$ cat src/design/isc_pkg.sv
// shared types, sizes and codes for the grayscale image scaler
// no dependencies
package isc_pkg;

  localparam int unsigned MAX_WIDTH  = 256;
  localparam int unsigned MAX_HEIGHT = 256;
  localparam int unsigned FRAC_BITS  = 12;

  localparam int unsigned PIX_W      = 8;
  localparam int unsigned COORD_W    = 12;
  localparam int unsigned SCALE_W    = 16;
  localparam int unsigned CFG_SIZE_W = 9;
  localparam int unsigned CFG_DATA_W = 16;
  localparam int unsigned CFG_IDX_W  = 2;

  localparam int unsigned POS_W  = COORD_W + SCALE_W;
  localparam int unsigned INT_W  = POS_W - FRAC_BITS;
  localparam int unsigned WGT_W  = FRAC_BITS + 1;
  localparam int unsigned HB_W   = PIX_W + FRAC_BITS;
  localparam int unsigned VB_W   = PIX_W + 2 * FRAC_BITS;
  localparam int unsigned ROW_IW = (MAX_HEIGHT > 1) ? $clog2(MAX_HEIGHT) : 1;
  localparam int unsigned COL_IW = (MAX_WIDTH > 1) ? $clog2(MAX_WIDTH) : 1;
  localparam int unsigned IDX_W  = (ROW_IW > COL_IW) ? ROW_IW : COL_IW;
  localparam int unsigned MEM_DEPTH = MAX_WIDTH * MAX_HEIGHT;
  localparam int unsigned ADDR_W = $clog2(MEM_DEPTH);

  localparam int unsigned ONE_FX  = 1 << FRAC_BITS;
  localparam int unsigned HALF_FX = 1 << (FRAC_BITS - 1);

  // input word kinds
  localparam logic KIND_LOAD = 1'b0;
  localparam logic KIND_REQ  = 1'b1;

  // interpolation modes
  localparam logic MODE_NEAREST  = 1'b0;
  localparam logic MODE_BILINEAR = 1'b1;

  // register indexes
  localparam logic [CFG_IDX_W-1:0] CFG_SRC_WIDTH  = 2'd0;
  localparam logic [CFG_IDX_W-1:0] CFG_SRC_HEIGHT = 2'd1;
  localparam logic [CFG_IDX_W-1:0] CFG_INV_SCALE  = 2'd2;
  localparam logic [CFG_IDX_W-1:0] CFG_INTERP     = 2'd3;

  typedef struct packed {
    logic               kind;
    logic [PIX_W-1:0]   pixel_in;
    logic [COORD_W-1:0] row;
    logic [COORD_W-1:0] col;
  } in_word_t;

  typedef struct packed {
    logic [PIX_W-1:0]   pixel_out;
    logic [COORD_W-1:0] out_row;
    logic [COORD_W-1:0] out_col;
  } out_word_t;

  typedef struct packed {
    logic [IDX_W-1:0]     idx0;
    logic [IDX_W-1:0]     idx1;
    logic [IDX_W-1:0]     near;
    logic [FRAC_BITS-1:0] frac;
  } axis_t;

endpackage

$ cat src/design/isc_axis.sv
// maps one fixed-point source position to nearest index, neighbour indexes and fraction
// depends on isc_pkg
module isc_axis
  import isc_pkg::*;
(
  input  logic [POS_W-1:0] pos,
  input  logic [IDX_W-1:0] last,
  output axis_t            axis
);

  localparam int unsigned NI_W = POS_W + 1 - FRAC_BITS;

  logic [POS_W:0]     rnd;
  logic [NI_W-1:0]    ni;
  logic [INT_W-1:0]   ip;

  assign rnd = {1'b0, pos} + (POS_W + 1)'(HALF_FX);
  assign ni  = rnd[POS_W:FRAC_BITS];
  assign ip  = pos[POS_W-1:FRAC_BITS];

  always_comb begin
    axis.frac = pos[FRAC_BITS-1:0];
    axis.near = (32'(ni) > 32'(last)) ? last : IDX_W'(ni);
    if (32'(ip) >= 32'(last)) begin
      axis.idx0 = last;
      axis.idx1 = last;
    end else begin
      axis.idx0 = IDX_W'(ip);
      axis.idx1 = IDX_W'(ip) + IDX_W'(1);
    end
  end

endmodule

$ cat config.mk
export PLATFORM = sky130hd
export DESIGN_NAME = isc_axis
export DESIGN_NICKNAME = d
export VERILOG_FILES = /design/src/design/isc_pkg.sv /design/src/design/isc_axis.sv
export SDC_FILE = /design/constraint.sdc
export NUM_CORES = 1
export LEC_CHECK = 0
export ABC_AREA = 1
export BUFFER_PORTS_ARGS = -buffer_cell sky130_fd_sc_hd__buf_2
export CELL_PAD_IN_SITES_DETAIL_PLACEMENT = 1
export CELL_PAD_IN_SITES_GLOBAL_PLACEMENT = 1
export CORE_MARGIN = 4
export CORE_UTILIZATION = 29
export DETAILED_ROUTE_END_ITERATION = 6
export PLACE_DENSITY_LB_ADDON = 0.1
export SLEW_MARGIN = 20
export SYNTH_ARGS = -nofsm -noshare
export SYNTH_HDL_FRONTEND = slang
export SYNTH_SLANG_ARGS = --single-unit
$ cat constraint.sdc
create_clock -name vclk -period 2.43
set_clock_uncertainty 0.2 [all_clocks]
set_input_delay 0.1215 -clock vclk [all_inputs]
set_output_delay 0.1215 -clock vclk [all_outputs]
set_load 0.02 [all_outputs]
==> summary.md <==
| Metric | Value |
|---|---|
| Area grow syn2layout | `47.4%` |
| Via count | `1754` |
| Final min period | `2440 ps` |
| DRT Pass-1 Iters | `4` |
| CLK BUF | `0` |
| Total power | `335 uW` |
| Finish-stage setup viols | `3` |
| Critical Path AT | `2120 ps` |
| Relative slew slack | `0.779` |
| Synth area leaders | `nand2_1 (18%), ha_1 (16%), inv_1 (11%)` |
| Leading cell type in the layout, fill and taps excluded | `nand2_1` |
| Leak | `0.00111 uW` |
| Power per cell area | `162 nW/um2` |
| Period utilization | `1.00` |
| Netlist cell types | `26` |
| Starting Density | `0.298` |
| Peak supply drop | `42.5 uV` |
| Mapped Area | `1410 um2` |
| Post-Syn Area per Cell | `5.56 um2` |
| Crit Path Max Fanout | `8` |
| Count of final hold-check violations | `0` |
| Setup TNS | `-16.9 ps` |
| GP Congestion | `0.830` |
| Critical path's largest stage delay | `300 ps` |
| Core Util, Final | `0.439` |
| Failing checks | `negative setup slack` |
| DR vias/cell | `~4.6` |
| Syn Nets | `307` |
| Cells after Synth | `~250` |
| Fin cells | `381` |
| RSZ-0062 raised after global routing | `yes` |
| First DRT Iteration DRCs | `29` |
| CP Launch Type | `primary input` |
| Dpl hpwl | `about 4.4 mm` |
| Post-route setup slack | `-9.49 ps` |
| Vias in the first global route | `around 1.8k` |
| Status | `finished with violations` |
| Diode count | `0` |
| Critical path launch point | `pos[12]` |
| GRT overflow | `0` |
| Commonest cells after routing, fill and taps aside | `nand2_1 (57), inv_1 (42), buf_2 (37)` |
| Die area | `6030 um2` |
| HP Class | `in -> out` |
| CP endpoint kind | `output pin` |
| CP endpoint | `axis[18]` |
| Worst hold slack | `43.0 ps` |
| Die Ht | `about 80 um` |
| Worst path slowest cell | `ha_1` |
| GRT Total Usage | `0.164` |
| Seq cells | `0` |
| Slew at the pin closest to its max-slew limit | `329 ps` |
| Yosys top cell area share | `0.181` |
| DRT antenna net count | `0` |
| CP Class | `in -> out` |
| Post-synthesis sequential area ratio | `0` |
| # rows | `25` |
| Warnings from Yosys | `0` |
| First-pass GRT wire length | `8.20 mm` |
| Total Wirelength | `5.11 mm` |
| I/O pin count | `72` |
| Fraction of layout cells with a size suffix above 1 | `0.392` |
| FF+latch area | `0 um2` |
| Average wire per standard cell | `13.4 um` |
| Chip width | `around 78 um` |
| F_max | `410 MHz` |
| CORE AREA | `around 4700 um2` |
| CP required | `between 2000 and 2500 ps` |
| Slew Viols, Final | `0` |
| Fin nets | `370` |
| Cell type with the largest total area after synthesis | `nand2_1` |
| Largest net degree at the start of global routing | `25` |
| Residual DRC count | `0` |
| Initial antenna violation count | `0` |
| Max Cap Violations | `0` |
| CP Cell Sequence | `buf_8 > ha_4 > nand2_4 > nor2_4 > nand3_2 > xor2_2 > ha_1 > a21o_1 > a21oi_2 > nand2_2 > o21ai_4 > buf_6 > nand3_2 > nand2_1 > buf_6` |
| Port bufs | `50` |
| Placed cell count | `between 300 and 400` |
[logic make-up (layout without fill, tap and decap cells)]
| group | after synthesis | count (layout) | synth area share |
|---|---|---|---|
| AND/OR/NAND/NOR | 132 | 132 | 0.452 |
| AO/OA/AOI/OAI | 31 | 31 | 0.117 |
| buffers and inverters | 59 | 120 | 0.190 |
| adder cells (fa/ha/maj) | 18 | 18 | 0.160 |
| XOR/XNOR | 13 | 13 | 0.0809 |
[cells in the mapped netlist, drive strengths merged (2+ instances only)]
cell    instances
ha             18
buf            13
o21ai          23
a21oi           7
nor3            2
clkbuf          2
nand4           6
inv            43
nand2          73
nor2           27
nand3          21
nor4            2
xor2           12
[how the worst min path moves through the flow]
| stage | startpoint | endpoint | slack, ps | cells past startpoint |
|---|---|---|---|---|
| CTS | pos[3] | axis[3] | 40 | 0 |
| global placement | pos[3] | axis[3] | 40 | 0 |
| detailed placement | pos[3] | axis[3] | 40 | 0 |
| finish | pos[7] | axis[7] | 40 | 0 |
| global route | pos[0] | axis[0] | 40 | 0 |
| floorplan | pos[0] | axis[0] | 160 | 1 |
[routing by layer]
layer,wire length [um],up-vias,GRT usage
met3,220,0,0.0162
met5,0,-,0
met1,2130,810,0.183
met4,0,0,0.0107
li1,-,908,-
met2,2760,36,0.340
[stage by stage]
stage               instance area (um2)  setup slack, ps
finish                             2070            -9.49
floorplan                          1410             50.2
CTS                                1910             3.13
detailed placement                 1770             -162
global placement                   1770             -106
global route                       2070             -155
[cell type report]
class              instances  area [um2]
well taps                 67        83.8
repair buffers            76         527
inverters                 44         165
multi-input cells        194        1300
fillers                  662        2650
[repair_timing]
action	CTS	global route
gates resized for setup	27	32
hold buffers	0	0
endpoints found under the setup margin	8	8
pin swaps	7	22
setup buffers	4	4
[power by group]
part / internal, uW / total (uW) / switching (uW)
Sequential: 0 / 0 / 0
Combinational: 139 / 335 / 196
Clock: 0 / 0 / 0
Total: 139 / 335 / 196
[critical path, delay by kind of cell]
| family | cells | cell delay, ps |
|---|---|---|
| compound gates | 3 | 440 |
| xor+xnor | 1 | 170 |
| simple gates | 6 | 560 |
| buf+inv | 3 | 390 |
| fa+ha+maj | 2 | 440 |
No activity file was read; power rests on OpenSTA's default activity.
